File: src/rtl/lfu_pkg.sv
package lfu_pkg;

    localparam int KEY_W   = 32;
    localparam int VAL_W   = 32;
    localparam int COUNT_W = 32;
    localparam int STAMP_W = 48;
    localparam int CAP_W   = 5;

    localparam logic CMD_GET = 1'b0;
    localparam logic CMD_SET = 1'b1;

    typedef struct packed {
        logic [KEY_W-1:0] key;
        logic [VAL_W-1:0] value;
        logic             cmd;
    } req_t;

    typedef struct packed {
        logic             hit;
        logic [VAL_W-1:0] read_value;
    } rsp_t;

    // controller to datapath
    typedef struct packed {
        logic load;      // capture request, clear scan results
        logic scan;      // examine the entry at the scan index
        logic write;     // apply the update for the captured request
        logic resp;      // load the response register
    } lfu_cmd_t;

    // datapath to controller
    typedef struct packed {
        logic scan_last;
        logic rsp_full;
    } lfu_status_t;

endpackage

File: src/rtl/lfu_if.sv
interface lfu_req_if;
    import lfu_pkg::*;
    logic valid;
    logic ready;
    logic cmd;
    logic signed [KEY_W-1:0] key;
    logic signed [VAL_W-1:0] value;
    modport source (output valid, cmd, key, value, input ready);
    modport sink (input valid, cmd, key, value, output ready);
endinterface

interface lfu_rsp_if;
    import lfu_pkg::*;
    logic valid;
    logic ready;
    logic hit;
    logic signed [VAL_W-1:0] read_value;
    modport source (output valid, hit, read_value, input ready);
    modport sink (input valid, hit, read_value, output ready);
endinterface

File: src/rtl/lfu_ctrl.sv
module lfu_ctrl (
    input  logic                 clk,
    input  logic                 rst_n,
    input  logic                 req_valid,
    output logic                 req_ready,
    input  lfu_pkg::lfu_status_t status,
    output lfu_pkg::lfu_cmd_t    ctl
);
    import lfu_pkg::*;

    localparam logic [1:0] ST_IDLE  = 2'd0;
    localparam logic [1:0] ST_SCAN  = 2'd1;
    localparam logic [1:0] ST_WRITE = 2'd2;

    logic [1:0] state_reg, state_next;

    assign req_ready = (state_reg == ST_IDLE) && !status.rsp_full;

    always_comb
    begin
        state_next = state_reg;
        ctl = '0;
        unique case (state_reg)
            ST_IDLE:
            begin
                if (req_valid && req_ready)
                begin
                    ctl.load = 1'b1;
                    state_next = ST_SCAN;
                end
            end
            ST_SCAN:
            begin
                ctl.scan = 1'b1;
                if (status.scan_last)
                    state_next = ST_WRITE;
            end
            ST_WRITE:
            begin
                ctl.write = 1'b1;
                ctl.resp = 1'b1;
                state_next = ST_IDLE;
            end
            default: state_next = ST_IDLE;
        endcase
    end

    always_ff @(posedge clk or negedge rst_n)
    begin
        if (!rst_n)
            state_reg <= ST_IDLE;
        else
            state_reg <= state_next;
    end

    a_scan_only_in_scan: assert property (@(posedge clk) disable iff (!rst_n)
        ctl.write |=> state_reg == ST_IDLE)
        else $error("write not followed by idle");
    a_no_accept_busy: assert property (@(posedge clk) disable iff (!rst_n)
        ctl.load |=> !req_ready)
        else $error("ready while busy");
    a_resp_with_write: assert property (@(posedge clk) disable iff (!rst_n)
        ctl.resp == ctl.write)
        else $error("response without update");
endmodule

File: src/rtl/lfu_datapath.sv
module lfu_datapath #(
    parameter int CAPACITY = 16
) (
    input  logic                     clk,
    input  logic                     rst_n,
    input  lfu_pkg::lfu_cmd_t        ctl,
    output lfu_pkg::lfu_status_t     status,
    input  lfu_pkg::req_t            req,
    input  logic [lfu_pkg::CAP_W-1:0] capacity_in_use,
    output lfu_pkg::rsp_t            rsp,
    output logic                     rsp_valid,
    input  logic                     rsp_ready
);
    import lfu_pkg::*;

    localparam int IDX_W = (CAPACITY > 1) ? $clog2(CAPACITY) : 1;
    localparam int OCC_W = $clog2(CAPACITY + 1);
    localparam int CMP_W = (OCC_W > CAP_W) ? OCC_W : CAP_W;

    // entry storage, read at the scan index or the chosen slot
    logic [KEY_W-1:0]   key_mem   [CAPACITY];
    logic [VAL_W-1:0]   value_mem [CAPACITY];
    logic [COUNT_W-1:0] count_mem [CAPACITY];
    logic [STAMP_W-1:0] stamp_mem [CAPACITY];
    logic [CAPACITY-1:0] valid_reg;

    req_t               req_reg;
    logic [IDX_W-1:0]   idx_reg;
    logic               found_reg;
    logic [IDX_W-1:0]   found_idx_reg;
    logic               vic_ok_reg;
    logic [IDX_W-1:0]   vic_idx_reg;
    logic [COUNT_W-1:0] vic_count_reg;
    logic [STAMP_W-1:0] vic_stamp_reg;
    logic               free_ok_reg;
    logic [IDX_W-1:0]   free_idx_reg;
    logic [STAMP_W-1:0] stamp_reg;
    logic [OCC_W-1:0]   occ_reg;
    rsp_t               rsp_reg;
    logic               rsp_valid_reg;

    logic               e_valid;
    logic               better;
    logic [CMP_W-1:0]   cap_eff;
    logic               full;
    logic               do_insert;
    logic               do_bump;
    logic               evict;
    logic [IDX_W-1:0]   ins_idx;
    logic [STAMP_W-1:0] stamp_inc;
    logic [COUNT_W-1:0] hit_count;

    assign e_valid = valid_reg[idx_reg];
    assign better = !vic_ok_reg || (count_mem[idx_reg] < vic_count_reg)
        || ((count_mem[idx_reg] == vic_count_reg) && (stamp_mem[idx_reg] < vic_stamp_reg));

    assign status.scan_last = (idx_reg == IDX_W'(CAPACITY - 1));
    assign status.rsp_full  = rsp_valid_reg;

    assign cap_eff = (CMP_W'(capacity_in_use) > CMP_W'(CAPACITY)) ?
        CMP_W'(CAPACITY) : CMP_W'(capacity_in_use);
    assign full = CMP_W'(occ_reg) >= cap_eff;
    assign do_bump = found_reg && ((req_reg.cmd == CMD_GET) || (cap_eff != '0));
    assign evict = full && vic_ok_reg;
    assign do_insert = (req_reg.cmd == CMD_SET) && (cap_eff != '0) && !found_reg
        && (evict || free_ok_reg);
    assign ins_idx = evict ? vic_idx_reg : free_idx_reg;
    assign stamp_inc = stamp_reg + STAMP_W'(1);
    assign hit_count = count_mem[found_idx_reg];

    always_ff @(posedge clk)
    begin
        if (ctl.load)
            req_reg <= req;
        if (ctl.scan && e_valid && better)
        begin
            vic_count_reg <= count_mem[idx_reg];
            vic_stamp_reg <= stamp_mem[idx_reg];
            vic_idx_reg   <= idx_reg;
        end
        if (ctl.scan && e_valid && !found_reg && key_mem[idx_reg] == req_reg.key)
            found_idx_reg <= idx_reg;
        if (ctl.scan && !e_valid && !free_ok_reg)
            free_idx_reg <= idx_reg;
        if (ctl.write && do_bump)
        begin
            if (hit_count != '1)
                count_mem[found_idx_reg] <= hit_count + COUNT_W'(1);
            stamp_mem[found_idx_reg] <= stamp_inc;
            if (req_reg.cmd == CMD_SET)
                value_mem[found_idx_reg] <= req_reg.value;
        end
        if (ctl.write && do_insert)
        begin
            key_mem[ins_idx]   <= req_reg.key;
            value_mem[ins_idx] <= req_reg.value;
            count_mem[ins_idx] <= COUNT_W'(1);
            stamp_mem[ins_idx] <= stamp_inc;
        end
        if (ctl.resp)
        begin
            rsp_reg.hit <= do_bump;
            rsp_reg.read_value <= (do_bump && req_reg.cmd == CMD_GET) ?
                value_mem[found_idx_reg] : '0;
        end
    end

    always_ff @(posedge clk or negedge rst_n)
    begin
        if (!rst_n)
        begin
            valid_reg     <= '0;
            idx_reg       <= '0;
            found_reg     <= 1'b0;
            vic_ok_reg    <= 1'b0;
            free_ok_reg   <= 1'b0;
            stamp_reg     <= '0;
            occ_reg       <= '0;
            rsp_valid_reg <= 1'b0;
        end
        else
        begin
            if (ctl.load)
            begin
                idx_reg     <= '0;
                found_reg   <= 1'b0;
                vic_ok_reg  <= 1'b0;
                free_ok_reg <= 1'b0;
            end
            if (ctl.scan)
            begin
                idx_reg <= idx_reg + IDX_W'(1);
                if (e_valid)
                    vic_ok_reg <= 1'b1;
                if (e_valid && key_mem[idx_reg] == req_reg.key)
                    found_reg <= 1'b1;
                if (!e_valid)
                    free_ok_reg <= 1'b1;
            end
            if (ctl.write && (do_bump || do_insert))
                stamp_reg <= stamp_inc;
            if (ctl.write && do_insert)
            begin
                valid_reg[ins_idx] <= 1'b1;
                // eviction and insert on the same slot leave occupancy unchanged
                if (!evict)
                    occ_reg <= occ_reg + OCC_W'(1);
            end
            if (ctl.resp)
                rsp_valid_reg <= 1'b1;
            else if (rsp_ready)
                rsp_valid_reg <= 1'b0;
        end
    end

    assign rsp = rsp_reg;
    assign rsp_valid = rsp_valid_reg;

    a_occ_bound: assert property (@(posedge clk) disable iff (!rst_n)
        occ_reg == OCC_W'($countones(valid_reg)))
        else $error("occupancy disagrees with valid bits");
    a_hit_set_no_data: assert property (@(posedge clk) disable iff (!rst_n)
        ctl.resp && req_reg.cmd == CMD_SET |=> rsp_reg.read_value == '0)
        else $error("set returned data");
    a_no_resp_overrun: assert property (@(posedge clk) disable iff (!rst_n)
        ctl.resp |-> !rsp_valid_reg || rsp_ready)
        else $error("response overwritten");
endmodule

File: src/rtl/lfu_cache_engine.sv
// Fully associative key/value cache with least-frequently-used replacement and
// a least-recently-touched tie break. One request is handled at a time: after
// acceptance the datapath walks all CAPACITY entries, one per cycle, matching
// the key and tracking the victim, then applies the update in a write state.
// The response sits in an output register; a new request is taken once that
// register is free. capacity_in_use is clamped to CAPACITY; zero blocks inserts.
module lfu_cache_engine #(
    parameter int CAPACITY = 16
) (
    input  logic                      clk,
    input  logic                      rst_n,
    lfu_req_if.sink                   req,
    lfu_rsp_if.source                 rsp,
    input  logic                      cfg_we,
    input  logic [lfu_pkg::CAP_W-1:0] cfg_wdata
);
    import lfu_pkg::*;

    logic [CAP_W-1:0] cap_reg;
    lfu_cmd_t         ctl;
    lfu_status_t      status;
    req_t             req_pl;
    rsp_t             rsp_pl;

    always_ff @(posedge clk or negedge rst_n)
    begin
        if (!rst_n)
            cap_reg <= CAP_W'(16);
        else if (cfg_we)
            cap_reg <= cfg_wdata;
    end

    assign req_pl.cmd   = req.cmd;
    assign req_pl.key   = req.key;
    assign req_pl.value = req.value;

    lfu_ctrl u_ctrl (
        .clk       (clk),
        .rst_n     (rst_n),
        .req_valid (req.valid),
        .req_ready (req.ready),
        .status    (status),
        .ctl       (ctl)
    );

    lfu_datapath #(.CAPACITY(CAPACITY)) u_dp (
        .clk             (clk),
        .rst_n           (rst_n),
        .ctl             (ctl),
        .status          (status),
        .req             (req_pl),
        .capacity_in_use (cap_reg),
        .rsp             (rsp_pl),
        .rsp_valid       (rsp.valid),
        .rsp_ready       (rsp.ready)
    );

    assign rsp.hit        = rsp_pl.hit;
    assign rsp.read_value = rsp_pl.read_value;
endmodule

File: src/flat_wrapper.sv
// flat-port wrapper written by rule: the top's interface ports become plain ports
module lfu_cache_engine_flat import lfu_pkg::*;
#(
    parameter int CAPACITY = 16
)
  (clk, rst_n, cfg_we, cfg_wdata, req_valid, req_cmd, req_key, req_value, req_ready, rsp_valid, rsp_hit, rsp_read_value, rsp_ready);
  lfu_req_if req_i ();
  lfu_rsp_if rsp_i ();
  input  logic clk;
  input  logic rst_n;
  input  logic cfg_we;
  input  logic [lfu_pkg::CAP_W-1:0] cfg_wdata;
  input wire logic [$bits(req_i.valid)-1:0] req_valid;
  input wire logic [$bits(req_i.cmd)-1:0] req_cmd;
  input wire logic [$bits(req_i.key)-1:0] req_key;
  input wire logic [$bits(req_i.value)-1:0] req_value;
  output wire logic [$bits(req_i.ready)-1:0] req_ready;
  output wire logic [$bits(rsp_i.valid)-1:0] rsp_valid;
  output wire logic [$bits(rsp_i.hit)-1:0] rsp_hit;
  output wire logic [$bits(rsp_i.read_value)-1:0] rsp_read_value;
  input wire logic [$bits(rsp_i.ready)-1:0] rsp_ready;
  assign req_i.valid = req_valid;
  assign req_i.cmd = req_cmd;
  assign req_i.key = req_key;
  assign req_i.value = req_value;
  assign req_ready = req_i.ready;
  assign rsp_valid = rsp_i.valid;
  assign rsp_hit = rsp_i.hit;
  assign rsp_read_value = rsp_i.read_value;
  assign rsp_i.ready = rsp_ready;
  lfu_cache_engine #(.CAPACITY(CAPACITY)) u_core (.clk(clk), .rst_n(rst_n), .req(req_i), .rsp(rsp_i), .cfg_we(cfg_we), .cfg_wdata(cfg_wdata));
endmodule
File: config.mk
export PLATFORM = sky130hd
export DESIGN_NAME = lfu_cache_engine_flat
export DESIGN_NICKNAME = d
export VERILOG_FILES = /design/src/rtl/lfu_pkg.sv /design/src/rtl/lfu_if.sv /design/src/rtl/lfu_ctrl.sv /design/src/rtl/lfu_datapath.sv /design/src/rtl/lfu_cache_engine.sv /design/src/flat_wrapper.sv
export SDC_FILE = /design/constraint.sdc
export NUM_CORES = 2
export LEC_CHECK = 0
export ABC_CLOCK_PERIOD_IN_PS = 10700
export CELL_PAD_IN_SITES_DETAIL_PLACEMENT = 1
export CELL_PAD_IN_SITES_GLOBAL_PLACEMENT = 1
export CORE_MARGIN = 3
export CORE_UTILIZATION = 30
export DETAILED_ROUTE_END_ITERATION = 7
export DONT_BUFFER_PORTS = 1
export PLACE_DENSITY = 0.49
export SYNTH_ARGS = -nofsm -noshare
export SYNTH_HDL_FRONTEND = slang
export SYNTH_HIERARCHICAL = 1
export SYNTH_SLANG_ARGS = --single-unit
File: constraint.sdc
create_clock -name clk -period 10.7 [get_ports clk]
set_input_delay 2.14 -clock clk [delete_from_list [all_inputs] [get_ports clk]]
set_output_delay 2.14 -clock clk [all_outputs]
set_load 0.01 [all_outputs]
=== Word level (Yosys, flattened, before mapping) ===
Memory sizes are Yosys's and may differ from the RTL's. A register that Yosys moved wholly into a read port is not among the register bits.
Cells that the tools add are included.

* Add/subtract/negate cells: 4
* $lt $le $gt $ge: 7
* Equality and inequality tests: 8
* Mux-type cells: 46
* Bitwise operators: 3
* Reductions and logical operators: 40

{| class="wikitable"
|+ Operators with widths
! kind !! count
|-
| 32-bit == test || 2
|-
| 32-bit 2-to-1 mux || 2
|-
| 32-bit OR reduction || 2
|-
| 48-bit by 1-bit adder with 48-bit output, second input constant || 1
|-
| 48-bit < comparator || 1
|-
| 48-bit 2-to-1 mux || 1
|-
| 48-bit OR reduction || 1
|-
| 32-bit by 1-bit adder with 32-bit output, second input constant || 1
|-
| 32-bit < comparator || 1
|-
| 32-bit inequality test, second input constant || 1
|-
| 1-bit 2-to-1 mux || 29
|-
| 4-bit 2-to-1 mux || 7
|-
| 1-bit logical AND || 20
|-
| 16-bit bitwise OR || 1
|-
| 4-bit by 5-bit < comparator with 1-bit output, second input constant || 2
|-
| 1-bit zero test || 6
|-
| 2-bit 2-to-1 mux || 3
|-
| 5-bit by 1-bit adder with 5-bit output, second input constant || 1
|-
| 5-bit >= comparator || 1
|-
| 5-bit > comparator, second input constant || 1
|-
| 1-bit logical OR || 5
|-
| 5-bit 2-to-1 mux || 1
|-
| 5-bit nonzero test || 1
|-
| 4-bit by 1-bit adder with 4-bit output, second input constant || 1
|-
| other kinds (12) || 16
|}

* Bits in registers: 242
* RAM bits: 2304
* Input bits: 75
* Output and inout bits: 35
* Logic and storage cells: 131
* Memories: 4

{| class="wikitable"
|+ Memory list
! name !! depth !! bits a word !! read ports !! clocked after Yosys merged registers in !! wr ports !! RTL line !! RTL
|-
| u_core.u_dp.stamp_mem || 16 || 48 || 1 || 0 || 1 || lfu_datapath.sv:24 || <nowiki>logic [STAMP_W-1:0] stamp_mem [CAPACITY];</nowiki>
|-
| u_core.u_dp.count_mem || 16 || 32 || 2 || 1 || 1 || lfu_datapath.sv:23 || <nowiki>logic [COUNT_W-1:0] count_mem [CAPACITY];</nowiki>
|-
| u_core.u_dp.key_mem || 16 || 32 || 1 || 0 || 1 || lfu_datapath.sv:21 || <nowiki>logic [KEY_W-1:0] key_mem [CAPACITY];</nowiki>
|-
| u_core.u_dp.value_mem || 16 || 32 || 1 || 1 || 1 || lfu_datapath.sv:22 || <nowiki>logic [VAL_W-1:0] value_mem [CAPACITY];</nowiki>
|}

=== Longest topological paths before layout ===
* Word-level depth: 11
* Depth in mapped cells: 20

=== Hierarchy ===
Netlist, hierarchy kept.

{| class="wikitable"
|+ By module, submodules not included
! module !! instances !! cells an instance !! area an instance (µm²)
|-
| lfu_datapath || 1 || 5001 || 105966.6
|-
| lfu_cache_engine || 1 || 10 || 182.7
|-
| lfu_ctrl || 1 || 11 || 126.4
|}

=== Worst setup path before layout ===
OpenSTA, ideal clock, no wires.

* Path kind: register to register
* Start: register u_core.u_dp.idx_reg[0]
* End: register u_core.u_dp.vic_count_reg[0] (read register of u_core.u_dp.count_mem) (enable)
* Setup time: 577 ps
* Arrival time: 9271 ps
* Path slack: 853 ps
* Stages on the path, launching flop included: 19
* Path buffers: 7
* Cells stage by stage: dfrtp_1 > buf_2 > buf_4 > buf_4 > buf_4 > buf_2 > clkbuf_1 > buf_1 > mux4_2 > mux4_2 > ha_1 > a21o_1 > a21o_1 > a21o_1 > a21o_1 > a211oi_1 > o211ai_1 > a21o_1 > a31oi_1

* Longest elaborated chain between the ends: 5

{| class="wikitable"
|+ RTL lines
! element !! RTL line !! RTL
|-
| start, declared || lfu_datapath.sv:28 || <nowiki>logic [IDX_W-1:0] idx_reg;</nowiki>
|-
| start signal, assigned || lfu_datapath.sv:132 || <nowiki>idx_reg <= idx_reg + IDX_W'(1);</nowiki>
|-
| memory 16 x 48 bit or memory 16 x 32 bit (tied branches) || - ||
|-
| 48-bit < comparator (tied with other cells) || lfu_datapath.sv:55 || <nowiki>|| ((count_mem[idx_reg] == vic_count_reg) && (stamp_mem[idx_reg] < vic_stamp_reg));</nowiki>
|-
| 1-bit logical AND or 1-bit logical OR (tied branches) || lfu_datapath.sv:55, lfu_datapath.sv:54 ||
|-
| 1-bit logical OR || lfu_datapath.sv:55 ||
|-
| 1-bit logical AND * || lfu_datapath.sv:75 || <nowiki>if (ctl.scan && e_valid && better)</nowiki>
|-
| end, declared || lfu_datapath.sv:33 || <nowiki>logic [COUNT_W-1:0] vic_count_reg;</nowiki>
|}

Mark *: on every way between the ends. The rest lies on a longest branch, timed or not. The select of a mux whose other input is x is not followed.
A chain may end at the register's enable or synchronous reset.

=== Worst setup path after layout ===
* Start: register u_core.u_dp.idx_reg[3]
* End: register u_core.u_dp.vic_count_reg[7] (read register of u_core.u_dp.count_mem) (enable)

The elaborated chain is that of the path after synthesis.

==> flow_summary.toml <==
[outcome]
status = "finished clean"

[synthesis]
yosys.area.top_type_share_pct = 70.5
ys_ff_latch = 2582
synth_edf_count = 2494
synth_area_mm2 = 0.106
synthDistinctLibCells = 94
synthTopCellsByArea = "edfxtp_1 70%, mux4_2 16%, dfrtp_1 2.0%"
syn_avg_cell_area_um2 = 21.2
synthArstFlopShare_pct = 3.25
yosys_most_used_dff = "edfxtp_1"
netlist_instances = 5022
yosys.area.top_type = "edfxtp_1"
syn_nets = 5185
yosysWarnings = 6
synth_seq_area_share_pct = 72.5

[sta]
final.min_clock_period_ps = 7140
tightest_slew_ps = 1320
hold_viol_final = 0
period_share_pct = 66.7
clock_skew_ps = 59.6
max_freq_mhz = 140
slew_headroom_pct = 11.1
rsz0062_at_grt = "no"
setup_viol = 0
maxSlewViolCount = 0
setup_tns_ps = 0

[drt]
drc_errors = 0
drt_iter0_markers = 4140
firstDrtPassIters = 5
vias = 51400
post_drt_wl_per_cell_um = 28.8
avgViaCountPerCell = 5.06
finalWirelength_mm = 293
antenna_left = 0

[global_route]
antenna_found_initial = 24
first_global_vias = 56600
grt.total_usage_pct = 15.9
overflow = 0
grt_max_degree = 132
grt_pass1_wl_mm = 422

[cts]
cts_tree = "done"
clk_pin_slew_ps = 60
cts.htree.levels = 5
clock-sinks = 2582
holdBufCountCts = 0
cts-root-buf = "clkbuf_16"
clock_latency_ps = 890
cts_resized = 0
cts_inserted_buffers = 290
clockBufferDepth = 4
postCtsSetupBuffers = 0

[floorplan]
std_cell_rows = 217
io_pins = 110
die_area_mm2 = 0.361
die_x_um = 601
start_util_pct = 30.3
core_area_mm2 = 0.351
die_h_um = 601

[final_layout]
regArea_mm2 = 0.0771
design_area_mm2 = 0.122
layout_common_cells = "2,494 x edfxtp_1, 775 x mux4_2, 299 x clkbuf_16"
area_growth_pct = 14.4
regMostFlops = "u_core/u_dp/stamp_mem"
largest_register_ffs = 768
layout.nets = 5374
layout-drive-gt1-share_pct = 27.7
multi_input_area_mm2 = 0.0278
layout_commonest_cell = "edfxtp_1"
fillers = 34100

[run]
maxCapViolCount = 0

[placement]
port_buffers = 0
dp_hpwl_mm = 153
gp_congestion = 0.736
place_area_mm2 = 0.113

[setup_path]
max_stage_delay_ps = 690
crit_type = "reg2reg"
crit_family = "buffers and inverters"
critPathSlowestCell = "buf_4"
critPathCaptureType = "flop"
cp-start-kind = "flop"
crit_fanout = 68
worstPathRequired_ps = 11210
worst_ep_arrival_time_ps = 7650
crit_buf_inv = 4
crit_chain = "inv_8 > buf_4 > buf_4 > mux4_2 > ha_1 > nand4_1 > or2_2 > or3_1 > nor3_1 > o311ai_0 > o2111ai_1 > a31oi_4 > buf_12"
cpMostUsedCell = "buf_4"

[power]
vdd_drop_max_mv = 0.202
leakage_nw = 36.6
p_per_area_mw_per_mm2 = 207

[worst_hold_path]
hp-class = "reg2reg"
==> cell usage after synthesis, types with 8 or more instances <==
cell type,n
a2111oi_0,13
a211oi_1,18
a21o_1,36
a21oi_1,52
a31oi_1,10
and2_1,9
and3_1,19
and4_1,14
buf_1,51
buf_12,10
buf_2,41
buf_4,15
buf_6,11
clkbuf_1,126
dfrtp_1,83
edfxtp_1,2494
ha_1,88
inv_1,117
mux2_2,52
mux2i_1,81
mux4_1,30
mux4_2,775
nand2_1,129
nand2b_1,15
nand3_1,56
nand3b_1,8
nand4_1,37
nor2_1,119
nor2b_1,47
nor3_1,48
nor4_1,30
nor4_2,10
o211ai_1,14
o21ai_0,37
o21bai_1,10
o22ai_1,23
o31ai_1,8
or2_2,13
or3_1,9
xnor2_1,86
xor2_1,62
==> kinds of logic after synthesis <==
family	synth area share [%]
AND/OR/NAND/NOR	3.01
multiplexers	18.6
XOR/XNOR	1.22
buffers and inverters	1.76
flip-flops	72.5
adder cells (fa/ha/maj)	1.04
AO/OA/AOI/OAI	1.82
==> metal layers <==
layer / part of all wire [%] / vias to the layer above / GRT usage [%]
met4: 1.8 / 6 / 3.17
li1: - / 21500 / -
met1: 45 / 28500 / 21.9
met2: 50 / 1027 / 26.9
met3: 3.9 / 368 / 2.28
met5: 0.013 / - / 0
==> worst reg2reg max path: cells and delay by family, from the launching register on <==
kind,cells,cell delay (ps)
multiplexers,1,620
AO/OA/AOI/OAI,3,1200
flip-flops,1,680
buffers and inverters,4,2320
AND/OR/NAND/NOR,4,1570
adder cells (fa/ha/maj),1,300
==> layout make-up <==
type,instances,share of cell area [%]
Sequential cell,2582,63.4
Inverter,122,0.383
Clock buffer,377,6.44
Clock inverter,145,0.908
Timing Repair Buffer,159,1.11
Multi-Input combinational cell,2056,22.9
Antenna cell,7,0.0144
Tap cell,4708,4.84
==> worst paths after layout <==
| check | start | end | slack, ps | cells after the start |
|---|---|---|---|---|
| max in group asynchronous | rst_n | u_core/cap_reg[4]$_DFFE_PN1P_ | 9350 | 0 |
| worst max-delay path | u_core/u_dp/idx_reg[3]$_DFFE_PN0P_ | u_core/u_dp/vic_count_reg[7]$_DFFE_PP_ | 3560 | 13 |
| min in group asynchronous | rst_n | u_core/u_dp/stamp_reg[37]$_DFFE_PN0P_ | 1010 | 0 |
| worst min-delay path | u_core/u_dp/valid_reg[7]$_DFFE_PN0N_ | u_core/u_dp/valid_reg[7]$_DFFE_PN0N_ | 470 | 1 |
| worst max register to register | u_core/u_dp/idx_reg[3]$_DFFE_PN0P_ | u_core/u_dp/vic_count_reg[7]$_DFFE_PP_ | 3560 | 13 |
| worst min register to register | u_core/u_dp/valid_reg[7]$_DFFE_PN0N_ | u_core/u_dp/valid_reg[7]$_DFFE_PN0N_ | 470 | 1 |
==> report_power, final <==
| group | internal [mW] | switching (mW) | leakage, nW |
|---|---|---|---|
| Clock | 5.44 | 4.07 | 4.37 |
| Combinational | 1.84 | 2.34 | 10.1 |
| Sequential | 11.2 | 0.262 | 22.1 |
==> metrics by stage <==
| stage | hold WS [ps] | total power, mW | setup WS [ps] | utilization, % | instances |
|---|---|---|---|---|---|
| global placement | 450 | 15.9 | 3370 | 32.1 | 9626 |
| CTS | 472 | 25.6 | 3280 | 34.6 | 10100 |
| finish | 469 | 25.1 | 3560 | 34.6 | 10200 |
| detailed placement | 458 | 16.0 | 3330 | 32.1 | 9627 |
| floorplan | 431 | 14.6 | 853 | - | 5022 |
| global route | 490 | 26.2 | 3180 | 34.6 | 10200 |
(Power assumes the default switching activity.)
